===== src/rtl/lwi_pkg.sv =====
// lwi_pkg: shared types and constants for the Legendre weight interpolator.
// No dependencies; used by every module under rtl/.
package lwi_pkg;

    localparam int MAX_BINS_DEF        = 16;
    localparam int MAX_TERMS_DEF       = 8;
    localparam int COEFF_FRAC_BITS_DEF = 20;

    localparam int BINS_W    = 5;
    localparam int TERMS_W   = 4;
    localparam int CFG_W     = 5;
    localparam int CFG_IDX_W = 1;

    localparam logic [CFG_IDX_W-1:0] REG_BINS  = 1'd0;
    localparam logic [CFG_IDX_W-1:0] REG_TERMS = 1'd1;

    localparam int BIN_W  = 4;
    localparam int TERM_W = 3;
    localparam int COEF_W = 32;
    localparam int E_W    = 20;
    localparam int X_W    = 16;
    localparam int W_W    = 41;
    localparam int P_W    = 18;

    localparam int S_TDATA_W = 80;
    localparam int S_TUSER_W = 2;
    localparam int M_TDATA_W = 48;
    localparam int M_TUSER_W = 2;

    localparam int OFS_BIN  = 0;
    localparam int OFS_TERM = OFS_BIN + BIN_W;
    localparam int OFS_COEF = OFS_TERM + TERM_W;
    localparam int OFS_E    = OFS_COEF + COEF_W;
    localparam int OFS_X    = OFS_E + E_W;

    localparam logic signed [X_W-1:0] X_ONE  = 16'sd16384;
    localparam logic signed [X_W-1:0] X_MONE = -16'sd16384;
    localparam logic signed [P_W-1:0] P_ONE  = 18'sd16384;

    localparam logic signed [W_W-1:0] W_MAX = {1'b0, {(W_W-1){1'b1}}};
    localparam logic signed [W_W-1:0] W_MIN = {1'b1, {(W_W-1){1'b0}}};

    localparam int Q_DEPTH = 2;

    localparam int DIV_W     = 64;
    localparam int DIV_CNT_W = 7;
    localparam int DVS_W     = 21;

    typedef enum logic [1:0] {
        OP_LOAD_COEF = 2'd0,
        OP_LOAD_CTR  = 2'd1,
        OP_EVAL      = 2'd2
    } op_t;

    typedef struct packed {
        op_t                      kind;
        logic [BIN_W-1:0]         bin;
        logic [TERM_W-1:0]        term;
        logic signed [COEF_W-1:0] coef;
        logic [E_W-1:0]           energy;
        logic signed [X_W-1:0]    cosv;
    } req_t;

    typedef struct packed {
        logic                 start;
        logic [DIV_CNT_W-1:0] bits;
        logic [DIV_W-1:0]     dividend;
        logic [DVS_W-1:0]     divisor;
    } div_req_t;

    typedef struct packed {
        logic             done;
        logic [DIV_W-1:0] quo;
    } div_rsp_t;

endpackage


===== src/rtl/lwi_front.sv =====
// lwi_front: accepts input requests, decodes the op, drops unused codes and
// out-of-range loads, clamps the cosine. Depends on lwi_pkg.
module lwi_front #(
    parameter int MAX_BINS  = lwi_pkg::MAX_BINS_DEF,
    parameter int MAX_TERMS = lwi_pkg::MAX_TERMS_DEF
) (
    input  logic                            s_tvalid,
    output logic                            s_tready,
    input  logic [lwi_pkg::S_TDATA_W-1:0]   s_tdata,
    input  logic [lwi_pkg::S_TUSER_W-1:0]   s_tuser,
    input  logic                            q_full,
    output logic                            q_push,
    output lwi_pkg::req_t                   q_din
);

    logic                              keep;
    logic [lwi_pkg::BIN_W-1:0]         bin;
    logic [lwi_pkg::TERM_W-1:0]        term;
    logic signed [lwi_pkg::X_W-1:0]    xin;

    assign bin  = s_tdata[lwi_pkg::OFS_BIN +: lwi_pkg::BIN_W];
    assign term = s_tdata[lwi_pkg::OFS_TERM +: lwi_pkg::TERM_W];
    assign xin  = $signed(s_tdata[lwi_pkg::OFS_X +: lwi_pkg::X_W]);

    always_comb begin
        keep       = 1'b0;
        q_din.kind = lwi_pkg::OP_EVAL;
        unique case (s_tuser)
            2'(lwi_pkg::OP_LOAD_COEF): begin
                q_din.kind = lwi_pkg::OP_LOAD_COEF;
                keep       = (int'(bin) < MAX_BINS) && (int'(term) < MAX_TERMS);
            end
            2'(lwi_pkg::OP_LOAD_CTR): begin
                q_din.kind = lwi_pkg::OP_LOAD_CTR;
                keep       = int'(bin) < MAX_BINS;
            end
            2'(lwi_pkg::OP_EVAL): begin
                q_din.kind = lwi_pkg::OP_EVAL;
                keep       = 1'b1;
            end
            default: begin
                keep = 1'b0;
            end
        endcase
        q_din.bin    = bin;
        q_din.term   = term;
        q_din.coef   = $signed(s_tdata[lwi_pkg::OFS_COEF +: lwi_pkg::COEF_W]);
        q_din.energy = s_tdata[lwi_pkg::OFS_E +: lwi_pkg::E_W];
        priority if (xin > lwi_pkg::X_ONE) begin
            q_din.cosv = lwi_pkg::X_ONE;
        end else if (xin < lwi_pkg::X_MONE) begin
            q_din.cosv = lwi_pkg::X_MONE;
        end else begin
            q_din.cosv = xin;
        end
    end

    assign s_tready = !q_full;
    assign q_push   = s_tvalid && !q_full && keep;

endmodule


===== config.mk =====
export PLATFORM = sky130hd
export DESIGN_NAME = lwi_front
export DESIGN_NICKNAME = d
export VERILOG_FILES = /design/src/rtl/lwi_pkg.sv /design/src/rtl/lwi_front.sv
export SDC_FILE = /design/constraint.sdc
export NUM_CORES = 1
export LEC_CHECK = 0
export ABC_AREA = 1
export ABC_CLOCK_PERIOD_IN_PS = 1910
export BUFFER_PORTS_ARGS = -buffer_cell sky130_fd_sc_hd__buf_2
export CAP_MARGIN = 20
export CORE_MARGIN = 5
export CORE_UTILIZATION = 26
export DETAILED_ROUTE_END_ITERATION = 10
export PLACE_DENSITY_LB_ADDON = 0.25
export SLEW_MARGIN = 20
export SYNTH_ARGS = -nofsm -noshare
export SYNTH_HDL_FRONTEND = slang
export SYNTH_SLANG_ARGS = --single-unit

===== constraint.sdc =====
create_clock -name vclk -period 1.91
set_input_delay 0.0955 -clock vclk [all_inputs]
set_output_delay 0.0955 -clock vclk [all_outputs]
set_load 0.02 [all_outputs]

==> results.py, run 1 <==
metrics = {
    "critical_path": {
        "cp_data_arrival_time_ps": 1220,
        "critPathMostFrequentCell": "buf_2",
        "cp-end-kind": "output pin",
        "critical_path_class": "in -> out",
        "worst_path_max_delay_cell": "nor2_2",
        "worstPathRequired_ps": 1810,
        "start_kind": "primary input",
        "path_max_fanout": 14,
        "path_cells": "buf_2 -> nor2_2 -> a21oi_1 -> buf_2",
        "critPathMaxStageDelay_ps": 650,
    },
    "global_route": {
        "use_met3": 0.0160,
        "busiest_layer": "met2",
        "grt_pass1_vias": 572,
        "antenna_found_initial": 0,
        "grtUsageMet2": 0.146,
        "grt_pass1_wl_mm": 2.49,
        "grt_max_degree": 15,
        "grt_use_total": 0.0709,
        "met1_usage": 0.0572,
        "gr-total-overflow": 0,
    },
    "power_and_ir_drop": {
        "p_clk_frac": 0,
        "power_density_nw_per_um2": 263,
        "power_switching_mw": 0.0825,
        "combPwrFrac": 1.000,
        "p_leak_nw": 0.286,
        "intPower_mw": 0.0496,
        "pwr-share-seq": 0,
        "p_sw_frac": 0.625,
        "peakVddDrop_mv": 0.102,
    },
    "finish": {
        "nClkBuffers": 0,
        "antennaDiodeCount": 0,
        "nNetsFinal": 176,
        "area_growth_pct": -31.5,
        "seq_cell_count": 0,
        "final_common_cell": "buf_2",
        "regArea_um2": 0,
        "mostFrequentLayoutCells": "buf_2, nand2_1, a21oi_2",
        "drive_gt1_frac": 0.633,
    },
    "synthesis": {
        "synth.distinct_cells": 13,
        "syn_inst": 114,
        "synth_compound_gate_area_share": 0.153,
        "muxShareOfSynthArea": 0,
        "synthSimpleGateAreaFrac": 0.191,
        "synth_top_family_by_area": "buffers and inverters",
        "yosysSeqAreaShare": 0,
        "yosys_warnings": 0,
        "synth_largest_area_cell": "buf_4",
        "syn_avg_cell_area_um2": 6.44,
        "synth_top_area_share": 0.603,
        "yosys-top-cells-area": "buf_4, a21oi_2, nand2_1",
        "netlist_area_um2": 734,
        "yosys.area_share.adder": 0,
        "synth-xor-area-share": 0,
        "synth.net_count": 198,
    },
    "detailed_routing": {
        "route.detailed.drc": 0,
        "drt_iter0_drc": 13,
        "post_drt_wl_per_cell_um": 12.6,
        "dr.pass1.iters": 4,
        "finalWirelength_mm": 1.52,
        "antenna_left": 0,
        "num_vias": 510,
        "vias_per_cell": 4.21,
    },
    "timing": {
        "fin_crit_sh": 0.690,
        "relSlewSlack": 0.451,
        "grt_setup_unrepaired": "no",
        "slew_violations": 0,
        "fmax_ghz": 0.759,
        "hold_violations": 0,
        "finalSetupTns_ps": 0,
        "worstMarginPinSlew_ps": 822,
        "finalSetupViolCount": 0,
        "post-route-min-period_ps": 1320,
        "fin_ws_ps": 593,
    },
    "floorplanning": {
        "fp.dieW_um": 63.2,
        "initial_core_util": 0.269,
        "die_h_um": 63.2,
        "core_um2": 2730,
        "die-area_um2": 3990,
        "rows": 19,
        "num_io_pins": 163,
    },
    "place": {
        "dpl.hpwl_mm": 1.26,
        "gp_congestion": 0.740,
        "numPortBuffers": 40,
        "place_ws_ps": 552,
    },
    "clock_network": {
        "cts_setup_buffers": 0,
        "ctsResizeCount": 0,
        "hold_buffers": 0,
    },
    "min_path": {
        "min_path_type": "in -> out",
    },
    "job": {
        "maxCapViolations": 0,
    },
    "run_status": {
        "status": "complete, no violations",
    },
}
power groups by stage:
stage	sequential, mW	combinational (mW)	clock, mW
6_report	0	0.132	0
3_5_place_dp	0	0.135	0
4_1_cts	0	0.135	0
2_1_floorplan	0	0.261	0
5_1_grt	0	0.147	0
3_3_place_gp	0	0.132	0
kinds of logic (layout without fill, tap and decap cells):
kind of cell / Yosys count / in the layout
buf+inv: 67 / 43
simple gates: 32 / 32
compound gates: 15 / 15
Yosys cell counts:
library cell / instances
a21oi_2: 10
a21oi_1: 5
buf_6: 1
nand2_2: 3
or2_1: 1
nor2_1: 7
nand2_1: 17
buf_4: 59
nor2_2: 3
buf_2: 1
or2_2: 1
inv_1: 3
clkbuf_1: 3
layout make-up:
class / instances / area, um2
Fill cell: 330 / 2230
Inverter: 3 / 11.3
Multi-Input combinational cell: 47 / 253
Tap cell: 31 / 38.8
Timing Repair Buffer: 40 / 200
per-layer routing:
layer / vias up / routed length (um)
met3: 22 / 168
met2: 28 / 877
met5: - / 0
li1: 243 / -
met1: 217 / 400
met4: 0 / 77
worst max-delay path: cells and delay by family:
family | cells | cell delay [ps]
simple gates | 1 | 650
buf+inv | 2 | 310
compound gates | 1 | 160
worst paths after layout:
kind,start,depth (start not counted),endpoint
min,s_tdata[44],0,q_din[21]
max,s_tdata[74],4,q_din[12]
through the flow:
| stage | cells | cell area (um2) | hold slack, ps | total power, mW | utilization |
|---|---|---|---|---|---|
| after floorplan | 114 | 734 | 271 | 0.261 | - |
| after global placement | 121 | 503 | 191 | 0.132 | 0.184 |
| after global routing | 121 | 503 | 191 | 0.147 | 0.184 |
| final | 121 | 503 | 191 | 0.132 | 0.184 |
| after detailed placement | 121 | 503 | 191 | 0.135 | 0.184 |
| after CTS | 121 | 503 | 191 | 0.135 | 0.184 |
Note: power is estimated with default switching activity, not from simulation.
==> run 2: changes to the inputs <==
Settings changed: ABC_CLOCK_PERIOD_IN_PS 1910 to 1200, CORE_UTILIZATION 26 to 22.
Clock period 1.91 ns to 1.2 ns, I/O delays scaled along.
==> run 2 against run 1 <==
Global-route usage is 1.1 points lower. Worst hold slack worse by 71 ps. Core utilization is 2.1 points lower. Total power is 62% higher. Worst setup slack worse by 510 ps.
==> results.py, run 2 (synthesis gave the netlist of run 1 again) <==
metrics = {
    "run_status": {
        "status": "complete, no violations",
    },
    "timing": {
        "hold_violations": 0,
        "fmax_ghz": 0.899,
        "finalSetupViolCount": 0,
        "slew_violations": 0,
        "post-route-min-period_ps": 1110,
        "fin_ws_ps": 87.4,
        "relSlewSlack": 0.688,
        "worstMarginPinSlew_ps": 467,
        "fin_crit_sh": 0.927,
        "grt_setup_unrepaired": "no",
    },
    "finish": {
        "area_growth_pct": -27.3,
        "regArea_um2": 0,
        "nClkBuffers": 0,
        "antennaDiodeCount": 0,
        "seq_cell_count": 0,
        "multiInputGateArea_um2": 265,
        "n_fill_cell": 390,
        "final_common_cell": "buf_2",
        "drive_gt1_frac": 0.644,
        "nNetsFinal": 176,
        "mostFrequentLayoutCells": "buf_2, nand2_1, a21oi_2",
    },
    "detailed_routing": {
        "finalWirelength_mm": 1.61,
        "drt_iter0_drc": 8,
        "route.detailed.drc": 0,
        "vias_per_cell": 3.96,
        "antenna_left": 0,
        "post_drt_wl_per_cell_um": 11.8,
        "num_vias": 539,
        "dr.pass1.iters": 3,
    },
    "global_route": {
        "grt_use_total": 0.0597,
        "gr-total-overflow": 0,
        "antenna_found_initial": 0,
        "grt_pass1_wl_mm": 2.26,
        "grt_pass1_vias": 529,
        "grt_max_degree": 15,
    },
    "floorplanning": {
        "die_h_um": 67.8,
        "core_um2": 3280,
        "initial_core_util": 0.224,
        "num_io_pins": 163,
        "rows": 21,
        "fp.dieW_um": 67.8,
        "die-area_um2": 4590,
    },
    "min_path": {
        "hp-start": "s_tdata[9]",
        "min_path_type": "in -> out",
        "whs_path_depth": 0,
        "holdPathEnd": "q_din[38]",
    },
    "power_and_ir_drop": {
        "pwr-share-seq": 0,
        "p_clk_frac": 0,
        "p_leak_nw": 0.302,
        "intPower_mw": 0.0801,
        "combPwrFrac": 1.000,
        "finalPower_mw": 0.214,
        "power_density_nw_per_um2": 400,
        "p_sw_frac": 0.625,
        "peakVddDrop_mv": 0.0851,
        "power_switching_mw": 0.134,
    },
    "critical_path": {
        "critical_path_class": "in -> out",
        "worstPathRequired_ps": 1140,
        "worst_path_max_delay_cell": "or2_1",
        "critPathMaxStageDelay_ps": 230,
        "cp-end-kind": "output pin",
        "critPathMostFrequentCell": "buf_2",
        "start_kind": "primary input",
        "path_cells": "buf_2 -> or2_1 -> nor2_2 -> nand2_4 -> a21oi_1 -> buf_2",
        "cp_data_arrival_time_ps": 1050,
        "path_max_fanout": 14,
    },
    "job": {
        "maxCapViolations": 0,
    },
    "place": {
        "place_ws_ps": -33.6,
        "numPortBuffers": 40,
        "gp_congestion": 0.731,
    },
    "clock_network": {
        "hold_buffers": 0,
    },
}
[run 2: cell counts in the layout (fill, tap and decap cells not counted)]
Identical to the previous run, type by type.
[run 2: worst max-delay path by stage]
stage               depth (start not counted)  slack [ps]   endpoint        start
floorplan                                   5         260  q_din[10]  s_tdata[59]
global placement                            6          -2   q_din[1]  s_tdata[59]
detailed placement                          4         -30   q_din[1]  s_tdata[74]
CTS                                         6          60   q_din[1]  s_tdata[59]
global route                                6          10   q_din[0]  s_tdata[59]
finish                                      6          90   q_din[1]  s_tdata[59]
[run 2: layer usage]
layer / vias up / GRT usage / share of wire / wire, um
met1: 238 / 0.0586 / 0.31 / 504
met5: - / 0 / 0 / 0
met2: 41 / 0.101 / 0.48 / 780
met4: 0 / 0.0422 / 0.057 / 91
met3: 18 / 0.0250 / 0.14 / 232
li1: 242 / - / - / -
[run 2: power by group through the flow]
stage	clock (mW)	combinational [mW]	sequential [mW]
3_5_place_dp	0	0.213	0
5_1_grt	0	0.236	0
4_1_cts	0	0.216	0
2_1_floorplan	0	0.415	0
3_3_place_gp	0	0.212	0
6_report	0	0.214	0
[run 2: critical path: cells and delay by family]
| kind | cells | cell delay [ps] |
|---|---|---|
| simple gates | 3 | 540 |
| compound gates | 1 | 160 |
| buf+inv | 2 | 280 |
[run 2: area by class of cell]
cell class,instances,share of cell area
Tap cell,46,0.108
Timing Repair Buffer,40,0.375
Inverter,3,0.0211
Multi-Input combinational cell,47,0.496
[run 2: through the flow]
stage	hold slack, ps	TNS (ps)	util	instances	cell area (um2)
after detailed placement	120	-126	0.159	136	522
final	120	0	0.163	136	534
after global routing	120	0	0.163	136	534
after CTS	120	0	0.162	136	532
after floorplan	200	0	-	114	734
after global placement	120	-2.35	0.159	136	522
[run 2: timing repair]
action,in CTS,in global routing
setup buffers,0,0
gates resized for setup,2,1
endpoints found under the setup margin,11,1
