**src/rtl/lwi_pkg.sv**
```systemverilog
// lwi_pkg: shared types and constants for the Legendre weight interpolator.
// No dependencies; used by every module under rtl/.
package lwi_pkg;

    localparam int MAX_BINS_DEF        = 16;
    localparam int MAX_TERMS_DEF       = 8;
    localparam int COEFF_FRAC_BITS_DEF = 20;

    localparam int BINS_W    = 5;
    localparam int TERMS_W   = 4;
    localparam int CFG_W     = 5;
    localparam int CFG_IDX_W = 1;

    localparam logic [CFG_IDX_W-1:0] REG_BINS  = 1'd0;
    localparam logic [CFG_IDX_W-1:0] REG_TERMS = 1'd1;

    localparam int BIN_W  = 4;
    localparam int TERM_W = 3;
    localparam int COEF_W = 32;
    localparam int E_W    = 20;
    localparam int X_W    = 16;
    localparam int W_W    = 41;
    localparam int P_W    = 18;

    localparam int S_TDATA_W = 80;
    localparam int S_TUSER_W = 2;
    localparam int M_TDATA_W = 48;
    localparam int M_TUSER_W = 2;

    localparam int OFS_BIN  = 0;
    localparam int OFS_TERM = OFS_BIN + BIN_W;
    localparam int OFS_COEF = OFS_TERM + TERM_W;
    localparam int OFS_E    = OFS_COEF + COEF_W;
    localparam int OFS_X    = OFS_E + E_W;

    localparam logic signed [X_W-1:0] X_ONE  = 16'sd16384;
    localparam logic signed [X_W-1:0] X_MONE = -16'sd16384;
    localparam logic signed [P_W-1:0] P_ONE  = 18'sd16384;

    localparam logic signed [W_W-1:0] W_MAX = {1'b0, {(W_W-1){1'b1}}};
    localparam logic signed [W_W-1:0] W_MIN = {1'b1, {(W_W-1){1'b0}}};

    localparam int Q_DEPTH = 2;

    localparam int DIV_W     = 64;
    localparam int DIV_CNT_W = 7;
    localparam int DVS_W     = 21;

    typedef enum logic [1:0] {
        OP_LOAD_COEF = 2'd0,
        OP_LOAD_CTR  = 2'd1,
        OP_EVAL      = 2'd2
    } op_t;

    typedef struct packed {
        op_t                      kind;
        logic [BIN_W-1:0]         bin;
        logic [TERM_W-1:0]        term;
        logic signed [COEF_W-1:0] coef;
        logic [E_W-1:0]           energy;
        logic signed [X_W-1:0]    cosv;
    } req_t;

    typedef struct packed {
        logic                 start;
        logic [DIV_CNT_W-1:0] bits;
        logic [DIV_W-1:0]     dividend;
        logic [DVS_W-1:0]     divisor;
    } div_req_t;

    typedef struct packed {
        logic             done;
        logic [DIV_W-1:0] quo;
    } div_rsp_t;

endpackage

```
**src/rtl/lwi_div.sv**
```systemverilog
// lwi_div: restoring divider, one quotient bit per cycle over a preshifted
// dividend. Depends on lwi_pkg (div_req_t, div_rsp_t).
module lwi_div (
    input  logic              aclk,
    input  logic              aresetn,
    input  lwi_pkg::div_req_t req,
    output lwi_pkg::div_rsp_t rsp
);

    logic                          busy_reg, done_reg;
    logic [lwi_pkg::DIV_CNT_W-1:0] cnt_reg;
    logic [lwi_pkg::DVS_W-1:0]     rem_reg, dvs_reg;
    logic [lwi_pkg::DIV_W-1:0]     dq_reg;
    logic [lwi_pkg::DVS_W:0]       trial;
    logic                          ge;
    logic [lwi_pkg::DVS_W:0]       rem_next;

    always_comb begin
        trial    = {rem_reg, dq_reg[lwi_pkg::DIV_W-1]};
        ge       = trial >= {1'b0, dvs_reg};
        rem_next = ge ? (trial - {1'b0, dvs_reg}) : trial;
    end

    always_ff @(posedge aclk) begin
        if (!aresetn) begin
            busy_reg <= 1'b0;
            done_reg <= 1'b0;
        end else begin
            done_reg <= 1'b0;
            if (req.start) begin
                busy_reg <= 1'b1;
                cnt_reg  <= req.bits;
                rem_reg  <= '0;
                dq_reg   <= req.dividend;
                dvs_reg  <= req.divisor;
            end else if (busy_reg) begin
                rem_reg <= rem_next[lwi_pkg::DVS_W-1:0];
                dq_reg  <= {dq_reg[lwi_pkg::DIV_W-2:0], ge};
                cnt_reg <= cnt_reg - 1'b1;
                if (cnt_reg == lwi_pkg::DIV_CNT_W'(1)) begin
                    busy_reg <= 1'b0;
                    done_reg <= 1'b1;
                end
            end
        end
    end

    assign rsp.done = done_reg;
    assign rsp.quo  = dq_reg;

endmodule

```
**config.mk**
```make
export PLATFORM = sky130hd
export DESIGN_NAME = lwi_div
export DESIGN_NICKNAME = d
export VERILOG_FILES = /design/src/rtl/lwi_pkg.sv /design/src/rtl/lwi_div.sv
export SDC_FILE = /design/constraint.sdc
export NUM_CORES = 1
export LEC_CHECK = 0
export BUFFER_PORTS_ARGS = -buffer_cell sky130_fd_sc_hd__buf_2
export CAP_MARGIN = 20
export CORE_ASPECT_RATIO = 0.9
export CORE_MARGIN = 2
export CORE_UTILIZATION = 45
export DETAILED_ROUTE_END_ITERATION = 7
export GPL_TIMING_DRIVEN = 1
export HOLD_SLACK_MARGIN = 0.15
export PLACE_DENSITY = 0.67
export SYNTH_ARGS = -nofsm -noshare
export SYNTH_HDL_FRONTEND = slang
export SYNTH_SLANG_ARGS = --single-unit
export TNS_END_PERCENT = 30
```
**constraint.sdc**
```tcl
create_clock -name aclk -period 4.81 [get_ports aclk]
set_input_delay 0.962 -clock aclk [delete_from_list [all_inputs] [get_ports aclk]]
set_output_delay 0.962 -clock aclk [all_outputs]
set_load 0.01 [all_outputs]
```
==> flow_summary.toml, run 1 <==
[sta]
rsz0062_at_grt = "false"
finalSetupViolCount = 0
fmax_mhz = 302
worst_pin_slew_ns = 0.952
slew_headroom = 0.349
fin_ws_ns = 1.50
post-route-period-util = 0.688
hold_viol = 0
hold_slack_ns = 0.454
slew_violations = 0
tns_ns = 0
fin_crit_ns = 3.31
fin_skew_ns = 0.0112

[synthesis]
yosysSeqAreaShare = 0.565
synth_top_area_share = 0.559
synth_edf_count = 113
syn_nets = 612
yosysUniqueCellTypes = 57
synth.most_common_cell = "edfxtp_1"
avgSynthCellArea_um2 = 12.3
synthTopCellsByArea = "edfxtp_1, mux2_2, ha_1"
async_reset_ff_frac = 0
synth.top_cells.by_count = "edfxtp_1, mux2_2, nand2_1, a21oi_1, inv_1"
synth_seq_cells = 115
synth_cells = 493
synth_ff_type = "edfxtp_1"
synth_top_area_cell = "edfxtp_1"
synth_warnings = 0
syn_area_um2 = 6070

[pwr]
power_density_nw_per_um2 = 402
leakagePower_nw = 3.13
p_total_mw = 3.07
ir_worst_vdd_mv = 0.269

[worst_setup_path]
required_ns = 4.97
worst_setup_path_end_kind = "flop"
worstSetupPathType = "flop to flop"
r2r_setup_slack_ns = 1.50
reg2reg_depth = 10
crit_path_top_delay_cell = "o311a_1"
cp_data_arrival_time_ns = 3.47
r2r_end = "rem_reg[16]$_SDFFCE_PP0P_"
start_kind = "flop"
r2r_start = "dq_reg[63]$_DFFE_PP_"
path_cells = "inv_1 > ha_1 > inv_1 > fa_1 > a211oi_1 > o21ai_2 > a211oi_1 > o311a_1 > or3_1 > nand4_1"
slowest_delay_ns = 0.72
path_max_fanout = 19

[clock_tree]
root_buffer = "clkbuf_16"
ctsHoldBuffers = 0
cts_resized = 0
clk_latency_ns = 0.41
clockBufferDepth = 2
cts_max_level = 4
clk_pin_slew_ns = 0.06
clock_sinks = 115
cts_tree = "done"
cts-buffers-inserted = 17
post-cts-setup-buffer-count = 0

[layout]
area_growth_pct = 25.9
largest_reg_flops = 64
stdcell_count = 835
diodes = 0
nets = 773
drive_gt1_frac = 0.397

[placement]
place_congestion = 0.848
dp_slack_ns = 1.53
io_buffers = 159
dp_hpwl_um = 10000
dp.cells = 802

[die]
die_y_um = 114
io_pins = 160
die_x_um = 126
initial_core_util = 0.458
fp.dieArea_um2 = 14400
core_area_um2 = 13300
rows = 40

[flow_run]
drv_cap = 0

[grt]
antenna_found_initial = 1
grt_pass1_wl_um = 22400
grt_util_all_layers = 0.201
grt_pass1_vias = 4419
gr-total-overflow = 0
grt_max_degree = 74

[drt]
wl_per_cell_um = 17.2
drt-pass1-iter-count = 4
drc_errors = 0
ant_nets = 0
routed_wirelength_um = 14300
vias = 4545
vias_per_cell = 5.44
first_iter_violations = 322

[min_path]
hold-path-endpoint = "done_reg$_SDFF_PP0_"
hp-start = "busy_reg$_SDFF_PN0_"
hp-class = "flop to flop"
whs_path_depth = 2

[status]
status = "completed"
==> power breakdown <==
group,total [mW],switching [mW],internal [mW]
clock network,1.29,0.474,0.819
registers,1.24,0.0374,1.20
logic,0.539,0.306,0.234
==> cells by family (layout without fill, tap and decap cells) <==
group           Yosys count  count (layout)  synth area share
flops                   115             115             0.565
compound gates          104             104             0.114
simple gates            120             120            0.0956
mux                      65              65             0.120
buf+inv                  53             227            0.0363
xor+xnor                 12              12            0.0173
fa+ha+maj                24              24            0.0507
==> cell type report <==
cell class,count,area [um2]
Multi-Input combinational cell,325,2430
Timing Repair Buffer,164,853
Clock buffer,18,429
Fill cell,1093,5620
Inverter,31,116
Clock inverter,14,178
Sequential cell,115,3430
Tap cell,168,210
==> through the flow <==
| step | instance area (um2) | util |
|---|---|---|
| floorplan | 6070 | - |
| global placement | 7010 | 0.529 |
| detailed placement | 7010 | 0.529 |
| CTS | 7620 | 0.575 |
| global route | 7650 | 0.577 |
| finish | 7650 | 0.577 |
==> metal layers <==
metal / GRT usage / share of wire
met5: 0 / 0.00091
met4: 0.0740 / 0.016
met3: 0.0776 / 0.077
met2: 0.313 / 0.47
met1: 0.256 / 0.44
==> critical path: cells and delay by family, from the launching register on <==
family	cells	cell delay, ns
flip-flops	1	0.41
buffers and inverters	2	0.14
AND/OR/NAND/NOR	2	0.31
adder cells (fa/ha/maj)	2	0.59
AO/OA/AOI/OAI	4	1.60
==> layout by cell type, fill, tap and decap left out, types with 8 or more instances in the layout <==
| cell type | netlist | routed |
|---|---|---|
| buf_2 | 5 | 158 |
| xnor2_1 | 8 | 8 |
| a211oi_1 | 10 | 10 |
| mux2_2 | 64 | 64 |
| o21ai_0 | 20 | 20 |
| inv_1 | 31 | 31 |
| edfxtp_1 | 113 | 113 |
| clkbuf_16 | 0 | 18 |
| nand2_1 | 46 | 46 |
| nor2_1 | 17 | 17 |
| ha_1 | 23 | 23 |
| nand3_1 | 12 | 12 |
| and3_1 | 8 | 8 |
| a21oi_1 | 31 | 31 |
==> worst max-delay path by stage <==
stage / start / end
floorplan: req[92] / cnt_reg[0]$_DFFE_PP_
global placement: dq_reg[63]$_DFFE_PP_ / rem_reg[16]$_SDFFCE_PP0P_
detailed placement: dq_reg[63]$_DFFE_PP_ / rem_reg[16]$_SDFFCE_PP0P_
CTS: dq_reg[63]$_DFFE_PP_ / rem_reg[16]$_SDFFCE_PP0P_
global route: dq_reg[63]$_DFFE_PP_ / rem_reg[16]$_SDFFCE_PP0P_
finish: dq_reg[63]$_DFFE_PP_ / rem_reg[16]$_SDFFCE_PP0P_
(Power assumes the default switching activity.)
==> inputs of run 2 (changes only) <==
- ABC_AREA: default -> 1
- PLACE_DENSITY: 0.67 -> 0.66
- clock period: 4.81 -> 3.4 ns (I/O delays scaled with it)
==> run 2 against run 1 <==
Sequential cell count unchanged; critical path type unchanged; maximum frequency up 38%; power up 45%; clock skew down 0.0026 ns; sequential power up 46%; global-route usage up 0.82 points; sequential share of layout area down 1.2 points; non-clock buffer count unchanged; synthesized cell count up 49%.
==> flow_summary.toml, run 2 <==
[clock_tree]
clockBufferDepth = 2
cts_resized = 0
post-cts-setup-buffer-count = 0
clk_pin_slew_ns = 0.05
cts_tree = "done"
ctsHoldBuffers = 0
clk_latency_ns = 0.42
clock_sinks = 115
root_buffer = "clkbuf_16"
cts-buffers-inserted = 17
cts_max_level = 4

[sta]
rsz0062_at_grt = "false"
fin_crit_ns = 2.40
hold_viol = 0
post-route-period-util = 0.706
tns_ns = 0
fin_skew_ns = 0.00859
finalSetupViolCount = 0
slew_violations = 0
worst_pin_slew_ns = 0.880
slew_headroom = 0.413
fmax_mhz = 416

[synthesis]
yosysSeqAreaShare = 0.541
synth_compound_area_frac = 0.0462
yosys.area_share.simple = 0.277
synth_warnings = 0
synthMuxAreaShare = 0
avgSynthCellArea_um2 = 8.61
synth_ff_type = "edfxtp_1"
syn_area_um2 = 6340
yosysUniqueCellTypes = 40
synth_edf_count = 113
synth_adder_area_share = 0.0485
synth_top_family_by_area = "simple AND/OR/NAND/NOR gates"
synth.most_common_cell = "nand2_1"
synth_top_area_cell = "edfxtp_1"
synth.top_cells.by_count = "nand2_1, edfxtp_1, inv_1, nor2_1, ha_1"
syn_nets = 856
synth_cells = 737
synthTopCellsByArea = "edfxtp_1, nand2_1, inv_1"
synth_seq_cells = 115
synth-xor-area-share = 0.0152
synth_top_area_share = 0.535
async_reset_ff_frac = 0

[layout]
area_growth_pct = 23.8
final_common_cell = "nand2_1"
diodes = 0
layout_common_cells = "nand2_1, buf_2, edfxtp_1, inv_1, nor2_1"
fin_util = 0.565
largest_reg_flops = 64
fillers = 1301
drive_gt1_frac = 0.245
stdcell_count = 1102
nets = 1017

[worst_setup_path]
path_buf_inv = 3
required_ns = 3.67
cp_data_arrival_time_ns = 2.67
worstSetupPathType = "flop to flop"
slowest_delay_ns = 0.40
path_cells = "inv_1 > ha_1 > inv_1 > fa_1 > nand2_1 > nand2_1 > nand3_2 > nand2_2 > nand2_1 > nand2_2 > nand2_4 > nand2_8 > inv_8 > nor2_1 > nor2_1"
cp_top_family = "simple AND/OR/NAND/NOR gates"
start_kind = "flop"
path_max_fanout = 28
crit_path_top_delay_cell = "edfxtp_1"
worst_setup_path_end_kind = "flop"
crit_top_cell = "nand2_1"

[die]
die_y_um = 117
initial_core_util = 0.456
core_area_um2 = 13900
io_pins = 160
fp.dieArea_um2 = 15100
rows = 41
die_x_um = 129

[placement]
dp.cells = 1072
io_buffers = 159
place_congestion = 0.940
dp_hpwl_um = 10600

[grt]
grt_max_degree = 74
grt_pass1_wl_um = 24100
antenna_found_initial = 1
grt_util_all_layers = 0.209
gr-total-overflow = 0
grt_pass1_vias = 4959

[drt]
dr_wl_met2_um = 6430
vias = 5163
drt-pass1-iter-count = 5
first_iter_violations = 375
wirelength_met1_um = 6770
wl_per_cell_um = 13.4
drc_errors = 0
wl_met3_um = 1230
routed_wirelength_um = 14800
vias_per_cell = 4.69
ant_nets = 0
routed.top_layer = "met4"

[pwr]
power_density_nw_per_um2 = 566
p_total_mw = 4.45
leakagePower_nw = 3.85
ir_worst_vdd_mv = 0.420

[flow_run]
drv_cap = 0

[min_path]
hp-class = "input pin to flop"

[status]
status = "completed"
[run 2: power breakdown]
group | switching, mW | total (mW) | internal (mW)
clock network | 0.618 | 1.67 | 1.05
registers | 0.0712 | 1.81 | 1.74
logic | 0.609 | 0.962 | 0.352
total | 1.30 | 4.45 | 3.15
[run 2: kinds of logic after synthesis]
logic type                 after synthesis
AOI/OAI and AO/OA                       51
xor gates and xnor gates                11
adders and majority gates               24
buffers and inverters                  106
DFF                                    115
and+or+nand+nor                        430
[run 2: path summary, 6_finish.rpt]
check / startpoint / to / slack, ns / depth (start not counted)
worst max-delay path: dq_reg[63]$_DFFE_PP_ / rem_reg[10]$_SDFFCE_PP0P_ / 1.0 / 15
worst min-delay path: req[16] / dvs_reg[16]$_DFFE_PP_ / 0.43 / 1
worst max register to register: dq_reg[63]$_DFFE_PP_ / rem_reg[10]$_SDFFCE_PP0P_ / 1.0 / 15
worst min register to register: dq_reg[18]$_DFFE_PP_ / dq_reg[19]$_DFFE_PP_ / 0.53 / 2
[run 2: metal layers]
layer / vias up / track usage
li1: 2678 / -
met1: 2271 / 0.283
met2: 183 / 0.301
met3: 31 / 0.0797
met4: 0 / 0.0891
met5: - / 0
[run 2: metrics by stage]
stage / area (um2) / hold slack (ns) / setup WS, ns
global route: 7850 / 0.419 / 0.786
CTS: 7850 / 0.419 / 0.992
detailed placement: 7300 / 0.521 / 1.00
floorplan: 6340 / 0.465 / 0.575
global placement: 7300 / 0.517 / 1.10
finish: 7850 / 0.434 / 0.999
[run 2: worst reg2reg max path, delay by kind of cell (launching register included)]
kind,cells,cell delay (ns)
DFF,1,0.40
and+or+nand+nor,10,0.97
adders and majority gates,2,0.53
buffers and inverters,3,0.37
[run 2: layout make-up]
class                      instances  area [um2]  area share
multi-input combinational        516        2460       0.313
inverter                          84         323      0.0411
clock inverter                    12         118      0.0150
sequential                       115        3430       0.437
tap                              193         241      0.0308
clock buffer                      18         429      0.0547
timing repair buffer             164         846       0.108
