## src/rtl/lwi_pkg.sv

```systemverilog
// lwi_pkg: shared types and constants for the Legendre weight interpolator.
// No dependencies; used by every module under rtl/.
package lwi_pkg;

    localparam int MAX_BINS_DEF        = 16;
    localparam int MAX_TERMS_DEF       = 8;
    localparam int COEFF_FRAC_BITS_DEF = 20;

    localparam int BINS_W    = 5;
    localparam int TERMS_W   = 4;
    localparam int CFG_W     = 5;
    localparam int CFG_IDX_W = 1;

    localparam logic [CFG_IDX_W-1:0] REG_BINS  = 1'd0;
    localparam logic [CFG_IDX_W-1:0] REG_TERMS = 1'd1;

    localparam int BIN_W  = 4;
    localparam int TERM_W = 3;
    localparam int COEF_W = 32;
    localparam int E_W    = 20;
    localparam int X_W    = 16;
    localparam int W_W    = 41;
    localparam int P_W    = 18;

    localparam int S_TDATA_W = 80;
    localparam int S_TUSER_W = 2;
    localparam int M_TDATA_W = 48;
    localparam int M_TUSER_W = 2;

    localparam int OFS_BIN  = 0;
    localparam int OFS_TERM = OFS_BIN + BIN_W;
    localparam int OFS_COEF = OFS_TERM + TERM_W;
    localparam int OFS_E    = OFS_COEF + COEF_W;
    localparam int OFS_X    = OFS_E + E_W;

    localparam logic signed [X_W-1:0] X_ONE  = 16'sd16384;
    localparam logic signed [X_W-1:0] X_MONE = -16'sd16384;
    localparam logic signed [P_W-1:0] P_ONE  = 18'sd16384;

    localparam logic signed [W_W-1:0] W_MAX = {1'b0, {(W_W-1){1'b1}}};
    localparam logic signed [W_W-1:0] W_MIN = {1'b1, {(W_W-1){1'b0}}};

    localparam int Q_DEPTH = 2;

    localparam int DIV_W     = 64;
    localparam int DIV_CNT_W = 7;
    localparam int DVS_W     = 21;

    typedef enum logic [1:0] {
        OP_LOAD_COEF = 2'd0,
        OP_LOAD_CTR  = 2'd1,
        OP_EVAL      = 2'd2
    } op_t;

    typedef struct packed {
        op_t                      kind;
        logic [BIN_W-1:0]         bin;
        logic [TERM_W-1:0]        term;
        logic signed [COEF_W-1:0] coef;
        logic [E_W-1:0]           energy;
        logic signed [X_W-1:0]    cosv;
    } req_t;

    typedef struct packed {
        logic                 start;
        logic [DIV_CNT_W-1:0] bits;
        logic [DIV_W-1:0]     dividend;
        logic [DVS_W-1:0]     divisor;
    } div_req_t;

    typedef struct packed {
        logic             done;
        logic [DIV_W-1:0] quo;
    } div_rsp_t;

endpackage

```

## src/rtl/lwi_fifo.sv

```systemverilog
// lwi_fifo: short request queue between front and back end.
// Depends on lwi_pkg (req_t, Q_DEPTH).
module lwi_fifo (
    input  logic          aclk,
    input  logic          aresetn,
    input  logic          push,
    input  lwi_pkg::req_t din,
    output logic          full,
    input  logic          pop,
    output lwi_pkg::req_t dout,
    output logic          empty
);

    localparam int PW = (lwi_pkg::Q_DEPTH > 1) ? $clog2(lwi_pkg::Q_DEPTH) : 1;
    localparam int CW = $clog2(lwi_pkg::Q_DEPTH + 1);

    lwi_pkg::req_t  mem_reg [lwi_pkg::Q_DEPTH];
    logic [PW-1:0]  wr_ptr_reg, rd_ptr_reg;
    logic [CW-1:0]  cnt_reg;

    assign full  = (int'(cnt_reg) == lwi_pkg::Q_DEPTH);
    assign empty = (cnt_reg == '0);
    assign dout  = mem_reg[rd_ptr_reg];

    always_ff @(posedge aclk) begin
        if (!aresetn) begin
            wr_ptr_reg <= '0;
            rd_ptr_reg <= '0;
            cnt_reg    <= '0;
        end else begin
            if (push) begin
                mem_reg[wr_ptr_reg] <= din;
                wr_ptr_reg <= (int'(wr_ptr_reg) == lwi_pkg::Q_DEPTH - 1) ? '0 : wr_ptr_reg + 1'b1;
            end
            if (pop) begin
                rd_ptr_reg <= (int'(rd_ptr_reg) == lwi_pkg::Q_DEPTH - 1) ? '0 : rd_ptr_reg + 1'b1;
            end
            if (push && !pop) begin
                cnt_reg <= cnt_reg + 1'b1;
            end else if (pop && !push) begin
                cnt_reg <= cnt_reg - 1'b1;
            end
        end
    end

endmodule

```

## config.mk

```make
export PLATFORM = sky130hd
export DESIGN_NAME = lwi_fifo
export DESIGN_NICKNAME = d
export VERILOG_FILES = /design/src/rtl/lwi_pkg.sv /design/src/rtl/lwi_fifo.sv
export SDC_FILE = /design/constraint.sdc
export NUM_CORES = 1
export LEC_CHECK = 0
export ABC_AREA = 0
export BUFFER_PORTS_ARGS = -buffer_cell sky130_fd_sc_hd__buf_2
export CORE_ASPECT_RATIO = 0.7
export CORE_MARGIN = 2
export CORE_UTILIZATION = 40
export DETAILED_ROUTE_END_ITERATION = 16
export GPL_TIMING_DRIVEN = 0
export PLACE_DENSITY = 0.71
export SETUP_SLACK_MARGIN = 0.05
export SYNTH_ARGS = -nofsm -noshare
export SYNTH_HDL_FRONTEND = slang
export SYNTH_SLANG_ARGS = --single-unit
```

## constraint.sdc

```tcl
create_clock -name aclk -period 5.2 [get_ports aclk]
set_clock_uncertainty 0.1 [all_clocks]
set_input_delay 0.26 -clock aclk [delete_from_list [all_inputs] [get_ports aclk]]
set_output_delay 0.26 -clock aclk [all_outputs]
set_load 0.01 [all_outputs]
```

==> summary.md, run 1 <==
| Metric | Value |
|---|---|
| Status | `completed` |
| Post-CTS setup buffers | `0` |
| Hold Path Depth | `2` |
| Commonest non-fill, non-tap cell in the layout | `buf_2` |
| Vias in the first global route | `3445` |
| Xor/xnor share of the synthesized area | `0.5927%` |
| CP endpoint kind | `output port` |
| Seq. cell area | `4725 um^2` |
| Die area | `15780 um^2` |
| Post-synthesis mux area share | `16.57%` |
| Peak VDD IR | `226.2 uV` |
| Post-Synth Simple-Gate Area | `0.9314%` |
| Initial antenna violation count | `0` |
| Multi-input logic area | `1107 um^2` |
| Reg2reg path depth | `2` |
| WHS Endpoint | `wr_ptr_reg` |
| Worst Hold Class | `primary input to flop` |
| Period utilisation layout | `38.71%` |
| Fill count | `1117` |
| DR vias | `3292` |
| First-pass GRT wire length | `17.37 mm` |
| Max_cap viols | `0` |
| Detailed Routing Iterations Pass 1 | `4` |
| Worst-Margin Slew | `698.7 ps` |
| Area growth from synthesis to layout | `42.36%` |
| Tmin final | `2013 ps` |
| Final nets | `603` |
| Mapped Cells | `263` |
| Largest family of logic cells by synthesized area | `multiplexers` |
| Worst-path clk slew | `60 ps` |
| Crit path DAT | `1650 ps` |
| Detailed Route Iter0 Violations | `104` |
| H-tree levels | `4` |
| HP Start | `aresetn` |
| Share of layout cells above drive strength 1 | `52.62%` |
| # placed instances | `620` |
| Root Buffer | `clkbuf_16` |
| Post-synth top area cell | `edfxtp_1` |
| Core Area | `14580 um^2` |
| Count of state elements after synthesis | `159` |
| Die height | `105.7 um` |
| Post-Syn Area | `5911 um^2` |
| Top post-synthesis cells by area | `edfxtp_1, mux2_2, mux2_4, dfxtp_1, buf_8` |
| Sequential share of the synthesized area | `79.93%` |
| Drt drc | `0` |
| Final core occ | `57.70%` |
| GR Overflow Total | `0` |
| Leak | `0.003249 uW` |
| Dpl hpwl | `7.082 mm` |
| Post-layout power | `3105 uW` |
| Max Buffers Root-to-Sink | `2` |
| Routed WL | `11.33 mm` |
| Sink Count | `159` |
| Worst endpoint required time | `4840 ps` |
| Skew-Pair Late Insertion Delay | `410 ps` |
| Setup ws final | `3187 ps` |
| Setup repair after global routing missed its margin | `false` |
| DRT antenna net count | `0` |
| Final Non-Filler Cells | `729` |
| R2R Setup Slk | `3430 ps` |
| Port buffer count | `159` |
| Pre-CTS setup slack | `3396 ps` |
| Via/cell ratio | `4.516` |
| Final Wtd Congestion | `0.6656` |
| Synth Area in Adders | `0.2117%` |
| PwrDens | `369.0 nW/um^2` |
| All-layer global routing usage | `14.78%` |
| Slew margin rel. | `53.31%` |
| CTS tree | `yes` |
| Fin. Hold Viols | `0` |
| Post-synthesis compound-gate area fraction | `0.2117%` |
| I/O Pins | `160` |
| Syn_nets | `345` |
| Wirelength per Cell | `15.54 um` |
| Largest net degree at the start of global routing | `43` |
| Maximum fanout along the worst path | `10` |
| Commonest non-fill, non-tap cells in the layout | `buf_2, edfxtp_1, dlygate4sd3_1` |
| # diodes | `0` |
| Largest register FFs | `154` |
| Worst R2R Start | `wr_ptr_reg` |
| Slew Viols, Final | `0` |
| Row cnt | `37` |
| Max Freq | `496.7 MHz` |
| Top-area cell type share of the netlist area | `78.24%` |
| Avg Cell Area, Syn | `22.47 um^2` |
| Starting Density | `40.53%` |
| Num CTS Buffers | `17` |
| Worst R2R End | `mem_reg[1][63]` |
| Final setup vio count | `0` |
| Netlist cell types | `19` |
| CP Class | `flop to output port` |
| Ys Warns | `0` |
| CP startpoint kind | `flop` |
| Die W | `149.3 um` |
## how the worst max path moves through the flow
stage / endpoint / slack [ps] / cells past startpoint / startpoint
floorplan: mem_reg[0][0] / 1030 / 2 / aresetn
detailed placement: mem_reg[0][76] / 3400 / 4 / aresetn
finish: dout[73] / 3190 / 4 / flop
CTS: dout[53] / 3150 / 5 / flop
global route: dout[71] / 3100 / 4 / flop
global placement: mem_reg[0][36] / -870 / 3 / aresetn
## worst max-delay path, cell delays in order (launching register included)
cell and delay [ps]:
dfxtp_1 320, buf_6 110, buf_2 280, mux2_2 390
buf_2 140
## cells in the mapped netlist
library cell,count
mux2_4,30
buf_8,3
a21boi_1,1
ha_1,1
inv_1,1
o21ai_0,1
or3_1,1
and2_1,4
nand2_1,1
xnor2_1,1
nor2_1,2
xor2_1,3
mux2_2,47
edfxtp_1,154
and3_1,1
dfxtp_1,5
buf_6,2
buf_2,4
nor2b_1,1
## timing repair
action                                 CTS  global route
setup endpoints to repair                0             0
endpoints found under the hold margin  154             0
hold buffers                            77             0
resized for setup                        0             0
## report_power, final
group          leakage (uW)  switching, uW  total [uW]  internal, uW
clock network      0.000304            484        1290           804
registers           0.00146           14.2        1480          1460
logic               0.00149            153         340           187
## area by class of cell
class | count | area share [%]
well taps | 195 | 2.900
repair buffers | 239 | 19.33
clock buffers | 18 | 5.100
multi-input cells | 94 | 13.16
inverters | 1 | 0.04461
plain buffers | 9 | 1.041
clock inverters | 14 | 2.275
flip-flops and latches | 159 | 56.15
## cells by family (layout without fill, tap and decap cells)
group                      after synthesis  in the layout
AOI/OAI and AO/OA                        2              2
xor gates and xnor gates                 4              4
adders and majority gates                1              1
buffers and inverters                   10            281
DFF                                    159            159
muxes                                   77             77
and+or+nand+nor                         10             10
## routing by layer
layer	up-vias	global-route usage [%]	share of wire (%)
met5	-	0	0
met1	1605	17.70	43
met2	119	24.39	48
li1	1555	-	-
met3	13	5.065	6.9
met4	0	6.327	1.3
## metrics by stage
stage               hold slack, ps  TNS, ps  cell area, um^2
finish                       39.72        0             8414
global route                 36.72        0             8414
CTS                          20.02        0             8414
detailed placement           351.3        0             7023
global placement             346.6   -66570             6950
floorplan                    258.9        0             5911
No activity file was read; power rests on OpenSTA's default activity.
==> run 2, diff against run 1 <==
==> constraint.sdc (replaced) <==
create_clock -name aclk -period 2 [get_ports aclk]
set_clock_uncertainty 0.1 [all_clocks]
set_input_delay 0.1 -clock aclk [delete_from_list [all_inputs] [get_ports aclk]]
set_output_delay 0.1 -clock aclk [all_outputs]
set_load 0.01 [all_outputs]
==> summary.md, run 2 (synthesized netlist as in run 1, its figures left out) <==
| Metric | Value |
|---|---|
| Crit path DAT | `1670 ps` |
| Initial antenna violation count | `0` |
| Sink Count | `159` |
| Worst endpoint required time | `1800 ps` |
| Wirelength per Cell | `15.65 um` |
| Switching part of the total power | `22.31%` |
| Maximum fanout along the worst path | `10` |
| Clock share of power | `39.0%` |
| Combinational share of power | `11.7%` |
| Buf/Inv on CP | `4` |
| Row cnt | `37` |
| Final setup vio count | `0` |
| Post-layout power | `7780 uW` |
| CP Cell Sequence | `buf_6, buf_6, buf_8, mux2_4, buf_2` |
| Final Wtd Congestion | `0.6716` |
| Pre-CTS setup slack | `292.5 ps` |
| CTS tree | `yes` |
| Tmin final | `1865 ps` |
| CP delay by family, top | `buffers and inverters` |
| Core Area | `14580 um^2` |
| Num CTS Buffers | `17` |
| # diodes | `0` |
| Commonest non-fill, non-tap cells in the layout | `buf_2, edfxtp_1, dlygate4sd3_1` |
| I/O Pins | `160` |
| CP startpoint kind | `flop` |
| Commonest non-fill, non-tap cell in the layout | `buf_2` |
| Placed inst area | `7059 um^2` |
| Setup ws final | `134.7 ps` |
| HP Start | `din[34]` |
| Peak VDD IR | `501.9 uV` |
| Worst path most repeated cell | `buf_6` |
| Root Buffer | `clkbuf_16` |
| Largest register FFs | `154` |
| Share of layout cells above drive strength 1 | `52.13%` |
| Design area | `8433 um^2` |
| Flop pwr share | `49.4%` |
| Worst Hold Class | `primary input to flop` |
| Status | `completed` |
| CP endpoint kind | `output port` |
| Fin. Hold Viols | `0` |
| Switch Pwr | `1736 uW` |
| Vias in the first global route | `3601` |
| Final nets | `608` |
| Setup repair after global routing missed its margin | `false` |
| Worst R2R Start | `wr_ptr_reg` |
| Slowest cell on crit path | `dfxtp_1` |
| DR vias | `3312` |
| Post-CTS setup buffers | `0` |
| Max Buffers Root-to-Sink | `2` |
| Worst-path clk slew | `60 ps` |
| Leak | `0.003246 uW` |
| First-pass GRT wire length | `17.52 mm` |
| Area growth from synthesis to layout | `42.68%` |
| Period utilisation layout | `93.27%` |
| Die height | `105.7 um` |
| Slew Viols, Final | `0` |
| H-tree levels | `4` |
| Hold_buf cts | `81` |
| GR Overflow Total | `0` |
| Largest net degree at the start of global routing | `42` |
| Post-CTS sizing | `0` |
| Die W | `149.3 um` |
| Die area | `15780 um^2` |
| Detailed Route Iter0 Violations | `120` |
| DRT antenna net count | `0` |
| Detailed Routing Iterations Pass 1 | `4` |
| All-layer global routing usage | `14.72%` |
| Max_cap viols | `0` |
| Max Freq | `536.1 MHz` |
| Dpl hpwl | `7.374 mm` |
| Slowest stage delay, CP | `320 ps` |
| Worst-Margin Slew | `565.4 ps` |
| PwrDens | `922.5 nW/um^2` |
| Port buffer count | `159` |
| Skew-Pair Late Insertion Delay | `410 ps` |
| Via/cell ratio | `4.512` |
| Starting Density | `40.53%` |
| Slew margin rel. | `62.31%` |
| CP Class | `flop to output port` |
| Drt drc | `0` |
| Routed WL | `11.49 mm` |
| Internal Pwr Total | `6044 uW` |
## run 2: worst reg2reg max path, delay by kind of cell (launching register included)
kind                   cells  cell delay, ps
buffers and inverters      1             320
AND/OR/NAND/NOR            1             570
flip-flops                 1             370
## run 2: final timing paths
kind / slack [ps] / cells past startpoint / endpoint
worst max-delay path: 130 / 5 / dout[55]
worst min-delay path: 310 / 2 / mem_reg[0][34]
worst max register to register: 290 / 2 / mem_reg[1][48]
worst min register to register: 420 / 2 / cnt_reg[1]
## run 2: area by class of cell
cell class / count / area [um^2]
flip-flops and latches: 159 / 4726
well taps: 195 / 244.0
clock buffers: 19 / 432.9
clock inverters: 13 / 130.1
repair buffers: 244 / 1702
inverters: 1 / 3.754
fillers: 1142 / 6150
plain buffers: 9 / 87.58
multi-input cells: 94 / 1107
## run 2: stage by stage
stage               util [%]  setup TNS, ps  hold WS [ps]  cells
finish                 57.83              0         306.7    734
global route           57.83              0         291.8    734
CTS                    57.83              0         288.5    734
detailed placement     48.41              0         191.8    621
global placement       47.73         -77410         187.1    617
floorplan                  -              0         98.87    263
## run 2: per-layer routing
| metal | vias up | track usage (%) | share of wire, % |
|---|---|---|---|
| met5 | - | 0 | 0 |
| met4 | 0 | 3.878 | 0.91 |
| met3 | 9 | 5.541 | 6.4 |
| met2 | 123 | 25.77 | 50 |
| met1 | 1614 | 17.02 | 42 |
| li1 | 1566 | - | - |
## run 2: power by group through the flow
stage          clock (uW)  sequential (uW)  combinational, uW
2_1_floorplan           0             3900                449
3_3_place_gp            0             3910                739
3_5_place_dp            0             3910                785
4_1_cts              3120             3840                916
5_1_grt              3240             3850                975
6_report             3030             3840                907
==> run 3, diff against run 2 <==
--- a/config.mk
+++ b/config.mk
@@ -5,7 +5,7 @@
 export SDC_FILE = /design/constraint.sdc
 export NUM_CORES = 1
 export LEC_CHECK = 0
-export ABC_AREA = 0
+export ABC_AREA = 1
 export BUFFER_PORTS_ARGS = -buffer_cell sky130_fd_sc_hd__buf_2
 export CORE_ASPECT_RATIO = 0.7
 export CORE_MARGIN = 2
==> summary.md, run 3 <==
| Metric | Value |
|---|---|
| Commonest non-fill, non-tap cells in the layout | `buf_2, edfxtp_1, dlygate4sd3_1` |
| Num CTS Buffers | `17` |
| Area growth from synthesis to layout | `43.11%` |
| Slew margin rel. | `61.58%` |
| Post-synth top area cell | `edfxtp_1` |
| Leak | `0.003291 uW` |
| Final setup vio count | `0` |
| Skew-Pair Late Insertion Delay | `410 ps` |
| Slew Viols, Final | `0` |
| Initial antenna violation count | `0` |
| PwrDens | `913.4 nW/um^2` |
| Die area | `15810 um^2` |
| Fin. Hold Viols | `0` |
| Netlist cell types | `17` |
| Post-Syn Area | `5923 um^2` |
| Starting Density | `40.62%` |
| Seq. cell area | `4726 um^2` |
| Worst endpoint required time | `1800 ps` |
| Avg Cell Area, Syn | `21.62 um^2` |
| H-tree levels | `4` |
| Mapped Cells | `274` |
| Detailed Route Iter0 Violations | `123` |
| DRT antenna net count | `0` |
| Synth cell count leaders | `edfxtp_1, mux2_2, mux2_4, inv_1` |
| DR vias | `3380` |
| Ys Warns | `0` |
| Largest register FFs | `154` |
| Final Non-Filler Cells | `747` |
| CTS tree | `yes` |
| Worst-Margin Slew | `574.9 ps` |
| Tmin final | `1860 ps` |
| GR Overflow Total | `0` |
| Commonest non-fill, non-tap cell in the layout | `buf_2` |
| Vias in the first global route | `3632` |
| Main flop type after synthesis | `edfxtp_1` |
| Setup Total Neg Slack | `0 ps` |
| Drt drc | `0` |
| First-pass GRT wire length | `17.97 mm` |
| Sequential share of the synthesized area | `79.76%` |
| Asr flop ratio synth | `0%` |
| Largest net degree at the start of global routing | `34` |
| CP startpoint kind | `flop` |
| All-layer global routing usage | `15.27%` |
| Top-area cell type share of the netlist area | `78.07%` |
| Fill count | `1124` |
| Root Buffer | `clkbuf_16` |
| I/O Pins | `160` |
| Final Wtd Congestion | `0.7142` |
| Dpl hpwl | `7.279 mm` |
| Share of layout cells above drive strength 1 | `51.45%` |
| Sink Count | `159` |
| Post-CTS sizing | `0` |
| CP endpoint kind | `output port` |
| Worst Hold Class | `primary input to flop` |
| Final core occ | `58.13%` |
| Die W | `149.4 um` |
| Wirelength per Cell | `15.82 um` |
| Routed WL | `11.82 mm` |
| # diodes | `0` |
| Number of flops mapped to enable cells by yosys | `154` |
| Die height | `105.8 um` |
| Count of state elements after synthesis | `159` |
| Max Buffers Root-to-Sink | `2` |
| Post-layout power | `7743 uW` |
| Status | `completed` |
| Max_cap viols | `0` |
| Port buffer count | `159` |
| Row cnt | `37` |
| Top-count cell post-synth | `edfxtp_1` |
| Period utilisation layout | `92.98%` |
| Core Area | `14580 um^2` |
| Setup repair after global routing missed its margin | `false` |
| Multi-input logic area | `1096 um^2` |
| Crit path DAT | `1660 ps` |
| Detailed Routing Iterations Pass 1 | `6` |
| Syn_nets | `356` |
| Max Freq | `537.8 MHz` |
| Final nets | `622` |
| Top post-synthesis cells by area | `edfxtp_1, mux2_2, mux2_4, dfxtp_1, buf_8` |
| Via/cell ratio | `4.525` |
| Worst-path clk slew | `60 ps` |
| # placed instances | `634` |
| Maximum fanout along the worst path | `10` |
| CP Class | `flop to output port` |
| Peak VDD IR | `639.0 uV` |
-- run 3: cell count changes after synthesis, moves of 2 or more --
cell	change
nor2_1	+4
nand2_1	+5
inv_1	+8
a21oi_1	+2
xor2_1	-3
and2_1	-4
-- run 3: cell type report --
class,count,area share (%)
Sequential cell,159,55.75
Timing Repair Buffer,247,20.49
Multi-Input combinational cell,97,12.93
Clock buffer,20,5.151
Tap cell,195,2.878
Clock inverter,11,1.373
Buffer,9,1.033
Inverter,9,0.3985
-- run 3: critical path, stage by stage, from the launching register on --
cell and delay [ps]:
dfxtp_1 320, buf_6 110, buf_6 180, buf_8 180, mux2_4 320, buf_2 140
-- run 3: cell families (layout without fill, tap and decap cells) --
logic type | after synthesis | count (layout) | share of synthesized area (%)
flops | 159 | 159 | 79.76
buf+inv | 18 | 296 | 2.049
simple gates | 15 | 15 | 1.035
fa+ha+maj | 1 | 1 | 0.2112
xor+xnor | 1 | 1 | 0.1479
mux | 77 | 77 | 16.54
compound gates | 3 | 3 | 0.2534
-- run 3: path summary, 6_finish.rpt --
| path | startpoint | to | depth (start not counted) | slack, ps |
|---|---|---|---|---|
| max reg2reg | wr_ptr_reg | mem_reg[0][35] | 4 | 320 |
| min reg2reg | wr_ptr_reg | wr_ptr_reg | 2 | 380 |
| min | din[25] | mem_reg[1][25] | 2 | 300 |
| max | flop | dout[48] | 5 | 140 |
-- run 3: routing by layer --
| metal | global-route usage, % | vias up | routed length (um) |
|---|---|---|---|
| li1 | - | 1599 | - |
| met1 | 17.49 | 1648 | 4838 |
| met2 | 26.08 | 118 | 5993 |
| met3 | 6.061 | 15 | 837 |
| met4 | 5.170 | 0 | 148 |
| met5 | 0 | - | 0 |
-- run 3: report_power, final --
part           internal (uW)  switching (uW)  leakage [uW]
combinational            482             393       0.00157
clock                   1820            1230      0.000267
sequential              3780            29.6       0.00146
total                   6090            1660       0.00329
-- run 3: stage by stage --
stage	worst slack [ps]	cell area [um^2]	hold WS, ps
detailed placement	-44.05	7108	191.7
CTS	94.63	8477	286.2
floorplan	-749.7	5943	98.87
finish	140.5	8477	297.0
global placement	-1673	6983	187.1
global route	53.14	8477	289.0
-- run 3: what timing repair did --
item | CTS | global route
hold buffers | 80 | 0
setup buffers | 2 | 0
setup endpoints to repair | 40 | 0
endpoints found under the hold margin | 159 | 0
